--- src/rtl/pidtc_pkg.sv ---
// ============================================================================
// pidtc_pkg
// Shared widths, codes and command/status types of the clamped PID block.
// ============================================================================
`default_nettype none

package pidtc_pkg;

    // Data format
    localparam int DATA_W  = 32;              // Q16.16 operands
    localparam int FRAC_W  = 16;              // fraction bits
    localparam int ERR_W   = DATA_W + 1;      // error register width
    localparam int DIFF_W  = DATA_W + 2;      // error sum / difference width
    localparam int MAG_W   = DATA_W + 1;      // magnitude of error difference
    localparam int DIVD_W  = MAG_W + FRAC_W;  // dividend and quotient width
    localparam int DERIV_W = DIVD_W + 1;      // signed derivative width
    localparam int ACC_W   = 64;              // integral and PID sum width

    // Sequential multiplier: 64-bit A by 34-bit B, 16 bits of A per pass
    localparam int MUL_A_W   = ACC_W;
    localparam int MUL_B_W   = DIFF_W;
    localparam int DIGIT_W   = 16;
    localparam int MUL_STEPS = MUL_A_W / DIGIT_W;
    localparam int PP_W      = DIGIT_W + 1 + MUL_B_W;
    localparam int PROD_W    = MUL_A_W + MUL_B_W;
    localparam int MUL_CNT_W = $clog2(MUL_STEPS);

    // Serial divider: one quotient bit per cycle
    localparam int DIV_CNT_W = $clog2(DIVD_W);

    // Stream payload widths
    localparam int S_TDATA_W = 3 * DATA_W;
    localparam int M_TDATA_W = ((DATA_W + 2 + 7) / 8) * 8;

    // Configuration registers
    localparam int CFG_IDX_W = 3;
    localparam logic [CFG_IDX_W-1:0] REG_PROP_GAIN  = 3'd0;
    localparam logic [CFG_IDX_W-1:0] REG_INTEG_GAIN = 3'd1;
    localparam logic [CFG_IDX_W-1:0] REG_DERIV_GAIN = 3'd2;
    localparam logic [CFG_IDX_W-1:0] REG_OUT_MIN    = 3'd3;
    localparam logic [CFG_IDX_W-1:0] REG_OUT_MAX    = 3'd4;
    localparam logic [CFG_IDX_W-1:0] REG_PERIOD     = 3'd5;
    localparam logic [DATA_W-1:0]    PERIOD_RESET   = 32'd655;

    // Clamp status codes
    localparam logic [1:0] CLAMP_NONE = 2'd0;
    localparam logic [1:0] CLAMP_MAX  = 2'd1;
    localparam logic [1:0] CLAMP_MIN  = 2'd2;
    localparam logic [1:0] CLAMP_BAD  = 2'd3;

    // Item kind carried on tuser
    localparam logic FUNC_COMPUTE = 1'b0;
    localparam logic FUNC_CLEAR   = 1'b1;

    // Multiplier operand selection
    typedef enum logic [1:0] {
        MUL_ISTEP = 2'd0,   // (prev + cur error) * step
        MUL_PROP  = 2'd1,   // prop_gain * error
        MUL_IGAIN = 2'd2,   // integ_gain * integral
        MUL_DGAIN = 2'd3    // deriv_gain * derivative
    } mul_sel_t;

    // Controller to datapath
    typedef struct packed {
        logic     capture;
        logic     clear_state;
        logic     mul_start;
        mul_sel_t mul_sel;
        logic     div_start;
        logic     integ_add;
        logic     pid_load;
        logic     pid_add;
        logic     out_pid;
        logic     out_zero;
    } cmd_t;

    // Datapath to controller
    typedef struct packed {
        logic mul_done;
        logic div_done;
        logic out_free;
    } status_t;

endpackage

`default_nettype wire

--- src/rtl/pidtc_mul.sv ---
// ============================================================================
// pidtc_mul
// Sequential signed multiplier: 64-bit A by 34-bit B, one 16-bit digit of A
// per cycle, followed by a floor shift of 16 or 17 and saturation to 64 bits.
// ============================================================================
`default_nettype none

module pidtc_mul (
    input  wire logic                                 aclk,
    input  wire logic                                 aresetn,
    input  wire logic                                 start,
    input  wire logic        [pidtc_pkg::MUL_A_W-1:0] a_in,
    input  wire logic signed [pidtc_pkg::MUL_B_W-1:0] b_in,
    input  wire logic                                 shr_extra,
    output logic                                      done,
    output logic             [pidtc_pkg::ACC_W-1:0]   result
);

    logic        [pidtc_pkg::MUL_A_W-1:0]   a_reg;
    logic signed [pidtc_pkg::MUL_B_W-1:0]   b_reg;
    logic        [pidtc_pkg::PROD_W-1:0]    acc_reg;
    logic        [pidtc_pkg::PROD_W-1:0]    acc_next;
    logic        [pidtc_pkg::MUL_CNT_W-1:0] cnt_reg;
    logic                                   busy_reg;
    logic                                   done_reg;
    logic                                   shr_reg;

    logic signed [pidtc_pkg::DIGIT_W:0]     digit;
    logic signed [pidtc_pkg::PP_W-1:0]      pp;
    logic signed [pidtc_pkg::PROD_W-1:0]    shifted;
    logic        [pidtc_pkg::PROD_W-pidtc_pkg::ACC_W:0] upper;
    logic                                   fits;

    // Top digit is signed, lower digits are unsigned
    assign digit = {(cnt_reg == '0) ? a_reg[pidtc_pkg::MUL_A_W-1] : 1'b0,
                    a_reg[pidtc_pkg::MUL_A_W-1 -: pidtc_pkg::DIGIT_W]};
    assign pp    = digit * b_reg;

    // Horner accumulation, most significant digit first
    assign acc_next = (acc_reg << pidtc_pkg::DIGIT_W)
                    + {{(pidtc_pkg::PROD_W - pidtc_pkg::PP_W){pp[pidtc_pkg::PP_W-1]}}, pp};

    always_ff @(posedge aclk) begin
        if (!aresetn) begin
            busy_reg <= 1'b0;
            done_reg <= 1'b0;
            cnt_reg  <= '0;
        end else if (start) begin
            busy_reg <= 1'b1;
            done_reg <= 1'b0;
            cnt_reg  <= '0;
        end else if (busy_reg) begin
            cnt_reg <= cnt_reg + 1'b1;
            if (cnt_reg == pidtc_pkg::MUL_CNT_W'(pidtc_pkg::MUL_STEPS - 1)) begin
                busy_reg <= 1'b0;
                done_reg <= 1'b1;
            end
        end
    end

    // Operand and accumulator payload
    always_ff @(posedge aclk) begin
        if (start) begin
            a_reg   <= a_in;
            b_reg   <= b_in;
            shr_reg <= shr_extra;
            acc_reg <= '0;
        end else if (busy_reg) begin
            a_reg   <= a_reg << pidtc_pkg::DIGIT_W;
            acc_reg <= acc_next;
        end
    end

    // Floor shift and saturate to signed 64 bits
    assign shifted = shr_reg ? ($signed(acc_reg) >>> (pidtc_pkg::FRAC_W + 1))
                             : ($signed(acc_reg) >>> pidtc_pkg::FRAC_W);
    assign upper   = shifted[pidtc_pkg::PROD_W-1:pidtc_pkg::ACC_W-1];
    assign fits    = (&upper) | (~|upper);

    always_comb begin
        if (fits) begin
            result = shifted[pidtc_pkg::ACC_W-1:0];
        end else if (acc_reg[pidtc_pkg::PROD_W-1]) begin
            result = {1'b1, {(pidtc_pkg::ACC_W-1){1'b0}}};
        end else begin
            result = {1'b0, {(pidtc_pkg::ACC_W-1){1'b1}}};
        end
    end

    assign done = done_reg;

endmodule

`default_nettype wire

--- src/rtl/pidtc_div.sv ---
// ============================================================================
// pidtc_div
// Restoring serial divider: (magnitude << FRAC_W) / step, one quotient bit
// per cycle, truncated.
// ============================================================================
`default_nettype none

module pidtc_div (
    input  wire logic                              aclk,
    input  wire logic                              aresetn,
    input  wire logic                              start,
    input  wire logic [pidtc_pkg::MAG_W-1:0]       mag_in,
    input  wire logic [pidtc_pkg::DATA_W-1:0]      den_in,
    output logic                                   done,
    output logic      [pidtc_pkg::DIVD_W-1:0]      quotient
);

    logic [pidtc_pkg::DIVD_W-1:0]    sh_reg;     // dividend out, quotient in
    logic [pidtc_pkg::DIVD_W-1:0]    sh_next;
    logic [pidtc_pkg::DATA_W-1:0]    rem_reg;
    logic [pidtc_pkg::DATA_W-1:0]    rem_next;
    logic [pidtc_pkg::DATA_W-1:0]    den_reg;
    logic [pidtc_pkg::DIV_CNT_W-1:0] cnt_reg;
    logic                            busy_reg;
    logic                            done_reg;

    logic [pidtc_pkg::DATA_W:0]      trial;
    logic [pidtc_pkg::DATA_W:0]      trial_sub;
    logic                            take;

    // One restoring step
    assign trial     = {rem_reg, sh_reg[pidtc_pkg::DIVD_W-1]};
    assign trial_sub = trial - {1'b0, den_reg};
    assign take      = (trial >= {1'b0, den_reg});
    assign rem_next  = take ? trial_sub[pidtc_pkg::DATA_W-1:0]
                            : trial[pidtc_pkg::DATA_W-1:0];
    assign sh_next   = {sh_reg[pidtc_pkg::DIVD_W-2:0], take};

    always_ff @(posedge aclk) begin
        if (!aresetn) begin
            busy_reg <= 1'b0;
            done_reg <= 1'b0;
            cnt_reg  <= '0;
        end else if (start) begin
            busy_reg <= 1'b1;
            done_reg <= 1'b0;
            cnt_reg  <= '0;
        end else if (busy_reg) begin
            cnt_reg <= cnt_reg + 1'b1;
            if (cnt_reg == pidtc_pkg::DIV_CNT_W'(pidtc_pkg::DIVD_W - 1)) begin
                busy_reg <= 1'b0;
                done_reg <= 1'b1;
            end
        end
    end

    always_ff @(posedge aclk) begin
        if (start) begin
            sh_reg  <= {mag_in, {pidtc_pkg::FRAC_W{1'b0}}};
            rem_reg <= '0;
            den_reg <= den_in;
        end else if (busy_reg) begin
            sh_reg  <= sh_next;
            rem_reg <= rem_next;
        end
    end

    assign done     = done_reg;
    assign quotient = sh_reg;

endmodule

`default_nettype wire

--- src/rtl/pidtc_datapath.sv ---
// ============================================================================
// pidtc_datapath
// Configuration registers, error and integral state, multiplier and divider
// units, PID accumulator, output clamp and output register.
// ============================================================================
`default_nettype none

module pidtc_datapath (
    input  wire logic                                  aclk,
    input  wire logic                                  aresetn,
    input  wire logic                                  cfg_wr_en,
    input  wire logic [pidtc_pkg::CFG_IDX_W-1:0]       cfg_addr,
    input  wire logic [pidtc_pkg::DATA_W-1:0]          cfg_wr_data,
    input  wire logic [pidtc_pkg::S_TDATA_W-1:0]       s_tdata,
    input  wire pidtc_pkg::cmd_t                       cmd,
    output pidtc_pkg::status_t                         status,
    output logic                                       m_tvalid,
    input  wire logic                                  m_tready,
    output logic      [pidtc_pkg::M_TDATA_W-1:0]       m_tdata
);

    localparam int DW = pidtc_pkg::DATA_W;
    localparam int AW = pidtc_pkg::ACC_W;

    // Configuration registers
    logic signed [DW-1:0] prop_gain_reg;
    logic signed [DW-1:0] integ_gain_reg;
    logic signed [DW-1:0] deriv_gain_reg;
    logic signed [DW-1:0] out_min_reg;
    logic signed [DW-1:0] out_max_reg;
    logic        [DW-1:0] period_reg;
    logic                 gain_wr;

    // Controller state
    logic signed [AW-1:0]                     integ_reg;
    logic signed [AW-1:0]                     integ_next;
    logic signed [pidtc_pkg::ERR_W-1:0]       cur_err_reg;
    logic signed [pidtc_pkg::ERR_W-1:0]       prev_err_reg;
    logic        [DW-1:0]                     dt_reg;
    logic signed [AW-1:0]                     pid_reg;
    logic signed [AW-1:0]                     pid_next;

    // Output register
    logic                 m_tvalid_reg;
    logic signed [DW-1:0] control_reg;
    logic        [1:0]    clamp_reg;

    // Input fields
    logic signed [DW-1:0]              setpoint;
    logic signed [DW-1:0]              measured;
    logic        [DW-1:0]              step_time;
    logic signed [pidtc_pkg::ERR_W-1:0] err_in;

    // Arithmetic helpers
    logic signed [pidtc_pkg::DIFF_W-1:0]  err_sum;
    logic signed [pidtc_pkg::DIFF_W-1:0]  err_diff;
    logic        [pidtc_pkg::DIFF_W-1:0]  diff_abs;
    logic        [pidtc_pkg::DIVD_W-1:0]  quotient;
    logic signed [pidtc_pkg::DERIV_W-1:0] deriv;
    logic        [pidtc_pkg::MUL_A_W-1:0] mul_a;
    logic signed [pidtc_pkg::MUL_B_W-1:0] mul_b;
    logic                                 mul_shr;
    logic        [AW-1:0]                 mul_res;
    logic                                 mul_done;
    logic                                 div_done;

    // Clamp
    logic signed [AW-1:0] max_ext;
    logic signed [AW-1:0] min_ext;
    logic signed [AW-1:0] after_max;
    logic                 over_max;
    logic                 under_min;
    logic signed [DW-1:0] clamped;
    logic        [1:0]    clamp_code;

    // Saturating 64-bit add
    function automatic logic [AW-1:0] sat_add(input logic [AW-1:0] x,
                                              input logic [AW-1:0] y);
        logic [AW:0] s;
        s = {x[AW-1], x} + {y[AW-1], y};
        if (s[AW] != s[AW-1]) begin
            sat_add = s[AW] ? {1'b1, {(AW-1){1'b0}}} : {1'b0, {(AW-1){1'b1}}};
        end else begin
            sat_add = s[AW-1:0];
        end
    endfunction

    // Unpack the input transaction
    assign setpoint  = s_tdata[DW-1:0];
    assign measured  = s_tdata[2*DW-1:DW];
    assign step_time = s_tdata[3*DW-1:2*DW];
    assign err_in    = {setpoint[DW-1], setpoint} - {measured[DW-1], measured};

    // Configuration writes; a gain write also clears the state
    assign gain_wr = cfg_wr_en && ((cfg_addr == pidtc_pkg::REG_PROP_GAIN)  ||
                                   (cfg_addr == pidtc_pkg::REG_INTEG_GAIN) ||
                                   (cfg_addr == pidtc_pkg::REG_DERIV_GAIN));

    always_ff @(posedge aclk) begin
        if (!aresetn) begin
            prop_gain_reg  <= '0;
            integ_gain_reg <= '0;
            deriv_gain_reg <= '0;
            out_min_reg    <= {1'b1, {(DW-1){1'b0}}};
            out_max_reg    <= {1'b0, {(DW-1){1'b1}}};
            period_reg     <= pidtc_pkg::PERIOD_RESET;
        end else if (cfg_wr_en) begin
            case (cfg_addr)
                pidtc_pkg::REG_PROP_GAIN:  prop_gain_reg  <= cfg_wr_data;
                pidtc_pkg::REG_INTEG_GAIN: integ_gain_reg <= cfg_wr_data;
                pidtc_pkg::REG_DERIV_GAIN: deriv_gain_reg <= cfg_wr_data;
                pidtc_pkg::REG_OUT_MIN:    out_min_reg    <= cfg_wr_data;
                pidtc_pkg::REG_OUT_MAX:    out_max_reg    <= cfg_wr_data;
                pidtc_pkg::REG_PERIOD:     period_reg     <= cfg_wr_data;
                default: ;
            endcase
        end
    end

    // Error terms from the captured errors
    assign err_sum  = {prev_err_reg[pidtc_pkg::ERR_W-1], prev_err_reg}
                    + {cur_err_reg[pidtc_pkg::ERR_W-1], cur_err_reg};
    assign err_diff = {cur_err_reg[pidtc_pkg::ERR_W-1], cur_err_reg}
                    - {prev_err_reg[pidtc_pkg::ERR_W-1], prev_err_reg};
    assign diff_abs = err_diff[pidtc_pkg::DIFF_W-1] ? (-err_diff) : err_diff;

    // Derivative is zero when the step is zero
    always_comb begin
        if (dt_reg == '0) begin
            deriv = '0;
        end else if (err_diff[pidtc_pkg::DIFF_W-1]) begin
            deriv = -$signed({1'b0, quotient});
        end else begin
            deriv = $signed({1'b0, quotient});
        end
    end

    // Select multiplier operands
    always_comb begin
        case (cmd.mul_sel)
            pidtc_pkg::MUL_ISTEP: begin
                mul_a   = {{(pidtc_pkg::MUL_A_W-DW){1'b0}}, dt_reg};
                mul_b   = err_sum;
                mul_shr = 1'b1;
            end
            pidtc_pkg::MUL_PROP: begin
                mul_a   = {{(pidtc_pkg::MUL_A_W-pidtc_pkg::ERR_W){cur_err_reg[pidtc_pkg::ERR_W-1]}},
                           cur_err_reg};
                mul_b   = {{(pidtc_pkg::MUL_B_W-DW){prop_gain_reg[DW-1]}}, prop_gain_reg};
                mul_shr = 1'b0;
            end
            pidtc_pkg::MUL_IGAIN: begin
                mul_a   = integ_reg;
                mul_b   = {{(pidtc_pkg::MUL_B_W-DW){integ_gain_reg[DW-1]}}, integ_gain_reg};
                mul_shr = 1'b0;
            end
            default: begin
                mul_a   = {{(pidtc_pkg::MUL_A_W-pidtc_pkg::DERIV_W){deriv[pidtc_pkg::DERIV_W-1]}},
                           deriv};
                mul_b   = {{(pidtc_pkg::MUL_B_W-DW){deriv_gain_reg[DW-1]}}, deriv_gain_reg};
                mul_shr = 1'b0;
            end
        endcase
    end

    pidtc_mul u_mul (
        .aclk      (aclk),
        .aresetn   (aresetn),
        .start     (cmd.mul_start),
        .a_in      (mul_a),
        .b_in      (mul_b),
        .shr_extra (mul_shr),
        .done      (mul_done),
        .result    (mul_res)
    );

    pidtc_div u_div (
        .aclk     (aclk),
        .aresetn  (aresetn),
        .start    (cmd.div_start),
        .mag_in   (diff_abs[pidtc_pkg::MAG_W-1:0]),
        .den_in   (dt_reg),
        .done     (div_done),
        .quotient (quotient)
    );

    // Integral and error history
    assign integ_next = sat_add(integ_reg, mul_res);

    always_ff @(posedge aclk) begin
        if (!aresetn || gain_wr || cmd.clear_state) begin
            integ_reg    <= '0;
            cur_err_reg  <= '0;
            prev_err_reg <= '0;
        end else if (cmd.capture) begin
            prev_err_reg <= cur_err_reg;
            cur_err_reg  <= err_in;
        end else if (cmd.integ_add) begin
            integ_reg <= integ_next;
        end
    end

    // Step time and PID sum
    assign pid_next = cmd.pid_load ? $signed(mul_res) : sat_add(pid_reg, mul_res);

    always_ff @(posedge aclk) begin
        if (cmd.capture) begin
            dt_reg <= (step_time == '0) ? period_reg : step_time;
        end
        if (cmd.pid_load || cmd.pid_add) begin
            pid_reg <= pid_next;
        end
    end

    // Clamp: max test first, then min test on the result
    assign max_ext   = {{(AW-DW){out_max_reg[DW-1]}}, out_max_reg};
    assign min_ext   = {{(AW-DW){out_min_reg[DW-1]}}, out_min_reg};
    assign over_max  = (pid_reg > max_ext);
    assign after_max = over_max ? max_ext : pid_reg;
    assign under_min = (after_max < min_ext);

    always_comb begin
        if (under_min) begin
            clamped    = out_min_reg;
            clamp_code = pidtc_pkg::CLAMP_MIN;
        end else if (over_max) begin
            clamped    = out_max_reg;
            clamp_code = pidtc_pkg::CLAMP_MAX;
        end else begin
            clamped    = pid_reg[DW-1:0];
            clamp_code = pidtc_pkg::CLAMP_NONE;
        end
    end

    // Output register
    always_ff @(posedge aclk) begin
        if (!aresetn) begin
            m_tvalid_reg <= 1'b0;
        end else if (cmd.out_pid || cmd.out_zero) begin
            m_tvalid_reg <= 1'b1;
        end else if (m_tready) begin
            m_tvalid_reg <= 1'b0;
        end
    end

    always_ff @(posedge aclk) begin
        if (cmd.out_pid) begin
            control_reg <= clamped;
            clamp_reg   <= clamp_code;
        end else if (cmd.out_zero) begin
            control_reg <= '0;
            clamp_reg   <= pidtc_pkg::CLAMP_NONE;
        end
    end

    assign m_tvalid = m_tvalid_reg;
    assign m_tdata  = {{(pidtc_pkg::M_TDATA_W-DW-2){1'b0}}, clamp_reg, control_reg};

    assign status.mul_done = mul_done;
    assign status.div_done = div_done;
    assign status.out_free = !m_tvalid_reg || m_tready;

endmodule

`default_nettype wire

--- src/rtl/pidtc_ctrl.sv ---
// ============================================================================
// pidtc_ctrl
// Sequencer of one PID step: integral update, three gain products and the
// derivative division, then the output load; a clear loads a zero output.
// ============================================================================
`default_nettype none

module pidtc_ctrl (
    input  wire logic               aclk,
    input  wire logic               aresetn,
    input  wire logic               s_tvalid,
    input  wire logic               s_tuser,
    output logic                    s_tready,
    output pidtc_pkg::cmd_t         cmd,
    input  wire pidtc_pkg::status_t status
);

    typedef enum logic [3:0] {
        ST_IDLE,
        ST_LAUNCH,
        ST_ISTEP_W,
        ST_PROP,
        ST_PROP_W,
        ST_IGAIN,
        ST_IGAIN_W,
        ST_DIV_W,
        ST_DGAIN,
        ST_DGAIN_W,
        ST_OUT,
        ST_CLR_OUT
    } state_t;

    state_t state_reg;
    state_t state_next;
    logic   accept;

    assign s_tready = (state_reg == ST_IDLE);
    assign accept   = s_tvalid && s_tready;

    // Commands and next state
    always_comb begin
        cmd         = '0;
        cmd.mul_sel = pidtc_pkg::MUL_ISTEP;
        state_next  = state_reg;
        case (state_reg)
            ST_IDLE: begin
                if (accept) begin
                    if (s_tuser == pidtc_pkg::FUNC_CLEAR) begin
                        cmd.clear_state = 1'b1;
                        state_next      = ST_CLR_OUT;
                    end else begin
                        cmd.capture = 1'b1;
                        state_next  = ST_LAUNCH;
                    end
                end
            end
            ST_LAUNCH: begin
                cmd.mul_start = 1'b1;
                cmd.mul_sel   = pidtc_pkg::MUL_ISTEP;
                cmd.div_start = 1'b1;
                state_next    = ST_ISTEP_W;
            end
            ST_ISTEP_W: begin
                if (status.mul_done) begin
                    cmd.integ_add = 1'b1;
                    state_next    = ST_PROP;
                end
            end
            ST_PROP: begin
                cmd.mul_start = 1'b1;
                cmd.mul_sel   = pidtc_pkg::MUL_PROP;
                state_next    = ST_PROP_W;
            end
            ST_PROP_W: begin
                if (status.mul_done) begin
                    cmd.pid_load = 1'b1;
                    state_next   = ST_IGAIN;
                end
            end
            ST_IGAIN: begin
                cmd.mul_start = 1'b1;
                cmd.mul_sel   = pidtc_pkg::MUL_IGAIN;
                state_next    = ST_IGAIN_W;
            end
            ST_IGAIN_W: begin
                if (status.mul_done) begin
                    cmd.pid_add = 1'b1;
                    state_next  = ST_DIV_W;
                end
            end
            ST_DIV_W: begin
                if (status.div_done) begin
                    state_next = ST_DGAIN;
                end
            end
            ST_DGAIN: begin
                cmd.mul_start = 1'b1;
                cmd.mul_sel   = pidtc_pkg::MUL_DGAIN;
                state_next    = ST_DGAIN_W;
            end
            ST_DGAIN_W: begin
                if (status.mul_done) begin
                    cmd.pid_add = 1'b1;
                    state_next  = ST_OUT;
                end
            end
            ST_OUT: begin
                if (status.out_free) begin
                    cmd.out_pid = 1'b1;
                    state_next  = ST_IDLE;
                end
            end
            ST_CLR_OUT: begin
                if (status.out_free) begin
                    cmd.out_zero = 1'b1;
                    state_next   = ST_IDLE;
                end
            end
            default: begin
                state_next = ST_IDLE;
            end
        endcase
    end

    // Hold state
    always_ff @(posedge aclk) begin
        if (!aresetn) begin
            state_reg <= ST_IDLE;
        end else begin
            state_reg <= state_next;
        end
    end

endmodule

`default_nettype wire

--- src/rtl/pid_trapezoid_clamped.sv ---
// ============================================================================
// pid_trapezoid_clamped
// PID controller, Q16.16, trapezoidal integral, clamped output.
// ============================================================================
// Input stream (s_*): one transaction per control step. s_tuser selects the
// kind: 0 computes a step, 1 clears the integral and the error history and
// returns control 0 with status 0. A step time of 0 uses the period register.
// Output stream (m_*): one transaction per input transaction, in order,
// carrying the clamped drive value and the clamp status.
// Configuration: cfg_wr_en writes cfg_wr_data to register cfg_addr;
// writes of the three gains also clear the integral and errors.
// Flow: a compute step reaches m_tvalid after the serial divider for the
// derivative, followed by one four-pass multiply (16 bits of the 64-bit
// operand per pass). The integral and gain products run alongside the
// division. A clear goes to a clear-output state that loads a zero result
// once the output register is free. s_tready is high only between items,
// so one item is in work at a time, and the next waits until it is done.
// When m_tready is low the finished result waits in the output register;
// the block still accepts and works on the next item and holds its result
// until the register frees. Reset restores the register defaults, clears
// the state and drops m_tvalid.
// ============================================================================
`default_nettype none

module pid_trapezoid_clamped (
    input  wire logic                                aclk,
    input  wire logic                                aresetn,
    // Configuration
    input  wire logic                                cfg_wr_en,
    input  wire logic [pidtc_pkg::CFG_IDX_W-1:0]     cfg_addr,
    input  wire logic [pidtc_pkg::DATA_W-1:0]        cfg_wr_data,
    // Input stream
    input  wire logic                                s_tvalid,
    output logic                                     s_tready,
    input  wire logic [pidtc_pkg::S_TDATA_W-1:0]     s_tdata,  // setpoint, measured, step_time
    input  wire logic                                s_tuser,  // func
    // Result stream
    output logic                                     m_tvalid,
    input  wire logic                                m_tready,
    output logic      [pidtc_pkg::M_TDATA_W-1:0]     m_tdata   // control, clamp_status, zero pad
);

    pidtc_pkg::cmd_t    cmd;
    pidtc_pkg::status_t status;

    pidtc_ctrl u_ctrl (
        .aclk     (aclk),
        .aresetn  (aresetn),
        .s_tvalid (s_tvalid),
        .s_tuser  (s_tuser),
        .s_tready (s_tready),
        .cmd      (cmd),
        .status   (status)
    );

    pidtc_datapath u_datapath (
        .aclk        (aclk),
        .aresetn     (aresetn),
        .cfg_wr_en   (cfg_wr_en),
        .cfg_addr    (cfg_addr),
        .cfg_wr_data (cfg_wr_data),
        .s_tdata     (s_tdata),
        .cmd         (cmd),
        .status      (status),
        .m_tvalid    (m_tvalid),
        .m_tready    (m_tready),
        .m_tdata     (m_tdata)
    );

endmodule

`default_nettype wire

--- config.mk ---
export PLATFORM = sky130hd
export DESIGN_NAME = pid_trapezoid_clamped
export DESIGN_NICKNAME = d
export VERILOG_FILES = /design/src/rtl/pidtc_pkg.sv /design/src/rtl/pidtc_mul.sv /design/src/rtl/pidtc_div.sv /design/src/rtl/pidtc_datapath.sv /design/src/rtl/pidtc_ctrl.sv /design/src/rtl/pid_trapezoid_clamped.sv
export SDC_FILE = /design/constraint.sdc
export NUM_CORES = 2
export LEC_CHECK = 0
export BUFFER_PORTS_ARGS = -buffer_cell sky130_fd_sc_hd__clkbuf_2
export CORE_ASPECT_RATIO = 0.75
export CORE_MARGIN = 1.5
export CORE_UTILIZATION = 35
export DETAILED_ROUTE_END_ITERATION = 10
export PLACE_DENSITY_LB_ADDON = 0.15
export SYNTH_ARGS = -nofsm -noshare
export SYNTH_HDL_FRONTEND = slang
export SYNTH_SLANG_ARGS = --single-unit
--- constraint.sdc ---
create_clock -name aclk -period 31.2 [get_ports aclk]
set_clock_uncertainty 0.1 [all_clocks]
set_input_delay 3.12 -clock aclk [delete_from_list [all_inputs] [get_ports aclk]]
set_output_delay 3.12 -clock aclk [all_outputs]
set_load 0.1 [all_outputs]
==> results.json <==
{
  "reg2reg_from": "u_datapath.u_mul.a_reg[51]",
  "grt_pass1_vias": 64700,
  "rows": 148,
  "grt_pass1_wl_mm": 435.5,
  "whs_path_depth": 2,
  "startpoint_type": "flop",
  "drt-initial-drc-count": 7023,
  "htreeDepth": 3,
  "final_cells": 12080,
  "r2r_cells": 38,
  "nNetsFinal": 10370,
  "grt_antenna_before_repair": 42,
  "synth-edff-count": 294,
  "place_ws_ns": 19.50,
  "clk_latency_ns": 0.77,
  "synthArstFlopShare": 0,
  "port_buffers": 172,
  "fin_ws_ns": 19.33,
  "ys_types": 103,
  "clock_sinks": 779,
  "slowest_stage": "o31ai_1",
  "initial_core_util": 0.3520,
  "cp_max_fo": 57,
  "worstMarginPinSlew_ns": 1.312,
  "multi_input_area_sq_um": 52670,
  "hold_buffers": 0,
  "ys_seq_elements": 779,
  "dp.cells": 11900,
  "final_util": 0.3850,
  "ys_warn_count": 0,
  "worstPathArrival_ns": 12.36,
  "overflow": 0,
  "synth.most_common_cell": "nand2_1",
  "n_fill_cell": 22410,
  "routed_wl_mm": 292.6,
  "relSlewSlack": 0.1254,
  "r2r_slack_ns": 19.33,
  "synth_top_area_cell": "fa_1",
  "vias": 67540,
  "fmax_ghz": 0.08427,
  "min_period_ns": 11.87,
  "cts_tree": "built",
  "antenna_left": 0,
  "hold_violations": 0,
  "setup_viol": 0,
  "yosys-top-cells-area": "fa_1 15%, dfxtp_1 13%, edfxtp_1 12%",
  "hp-class": "flop to flop",
  "remaining_drc_errors": 0,
  "syn_area_per_cell_sq_um": 8.356,
  "yosysSeqAreaShare": 0.2426,
  "path_class": "flop to flop",
  "cts_resized": 0,
  "dieArea_sq_um": 221100,
  "drv_slew": 0,
  "via_per_inst": 5.590,
  "cpMostUsedCell": "fa_1",
  "drive_above_1_share": 0.06589,
  "syn_inst": 9144,
  "cts_buffers": 93,
  "synth.top_cell.area_share": 0.1462,
  "seq_area_sq_um": 18550,
  "cts_setup_buffers": 0,
  "cts_root_buf": "clkbuf_16",
  "synth-main-ff-cell": "dfxtp_1",
  "gp_congestion": 0.9558,
  "ys_top_cells_by_count": "1098 x nand2_1, 951 x inv_1, 723 x a21oi_1",
  "core_sq_um": 217000,
  "boundaryPins": 179,
  "rsz0062_at_grt": "no",
  "timing.final.crit_share": 0.3804,
  "hold_path_end": "u_datapath.deriv_gain_reg[29]",
  "syn-cell-area_sq_um": 76400,
  "cap_violations": 0,
  "fin_tns_setup_ns": 0,
  "min-delay-start": "u_datapath.deriv_gain_reg[29]",
  "status": "finished clean",
  "cts_buffer_depth": 3,
  "fp.dieH_um": 407.6,
  "r2r_end": "u_datapath.u_mul.acc_reg[97]",
  "die_x_um": 542.5,
  "critPathCaptureType": "flop",
  "dp_hpwl_mm": 224.4,
  "grt_max_degree": 113,
  "grt_use_total": 0.2607,
  "critPathRequiredTime_ns": 31.70,
  "avgRoutedWirePerCell_um": 24.22,
  "drtPass1Iterations": 10,
  "largest_reg_flops": 98,
  "critPathMaxStageDelay_ns": 0.65,
  "syn2layout_area_growth_pct": 9.352,
  "clkTransAtPathRegs_ns": 0.08
}
[worst max-delay path: cells and delay by family (launching register included)]
kind	cells	cell delay (ns)
flops	1	0.61
compound gates	17	4.46
fa+ha+maj	8	3.81
xor+xnor	1	0.18
simple gates	7	1.23
buf+inv	5	1.29
[final cells by class]
cell class,count,share of cell area
Antenna cell,4,0.0001198
Inverter,952,0.04283
Timing Repair Buffer,309,0.02264
Clock inverter,57,0.008236
Clock buffer,118,0.02995
Multi-Input combinational cell,6937,0.6305
Tap cell,2925,0.04380
Sequential cell,779,0.2220
[how the worst max path moves through the flow]
stage,start,to,slack [ns],depth (start not counted)
floorplan,u_datapath.u_mul.cnt_reg[0],u_datapath.u_mul.acc_reg[97],18.26,40
global placement,u_datapath.u_mul.a_reg[51],u_datapath.u_mul.acc_reg[97],19.52,38
detailed placement,u_datapath.u_mul.a_reg[51],u_datapath.u_mul.acc_reg[97],19.50,38
CTS,u_datapath.u_mul.a_reg[51],u_datapath.u_mul.acc_reg[97],19.46,38
global route,u_datapath.u_mul.a_reg[51],u_datapath.u_mul.acc_reg[97],18.74,38
finish,u_datapath.u_mul.a_reg[51],u_datapath.u_mul.acc_reg[97],19.33,38
[logic make-up (layout without fill, tap and decap cells)]
family,count (synthesis),in the layout,synth area share
other,1,10,0.00004908
XOR/XNOR,421,421,0.04826
AO/OA/AOI/OAI,2395,2395,0.2025
multiplexers,143,143,0.01927
adder cells (fa/ha/maj),1171,1171,0.2464
flip-flops,779,779,0.2426
AND/OR/NAND/NOR,2801,2801,0.1699
buffers and inverters,1433,1436,0.07107
[routing by layer]
metal	vias to the layer above	routed length [um]	track usage	part of all wire
li1	31160	-	-	-
met1	33640	146100	0.4139	0.50
met2	2394	116400	0.3626	0.40
met3	324	23450	0.04009	0.080
met4	18	6341	0.05505	0.022
met5	-	276	0.005195	0.00094
[metrics by stage]
step	instance area [sq um]	hold WS, ns
floorplan	76420	0.3387
global placement	80350	0.3507
detailed placement	80350	0.3567
CTS	83540	0.3671
global route	83540	0.3829
finish	83550	0.3665
[layout by cell type (no fill, tap or decap), drive strengths merged, types with 60 or more instances in the layout]
master	instances
nor2b	120
o211ai	60
or3	60
a21oi	724
dfxtp	485
a21o	278
a21boi	168
clkbuf	289
nor3	76
buf	138
o21ai	479
nand2b	69
nand3	124
a211oi	115
nand2	1098
ha	606
a31oi	69
mux2i	110
nor2	702
edfxtp	294
nand4	95
xnor2	279
and2	256
xor2	142
fa	558
o21bai	91
inv	957
Power is not shown: default switching activity piles up to over one toggle a cycle in this logic, so the estimate is an artifact.
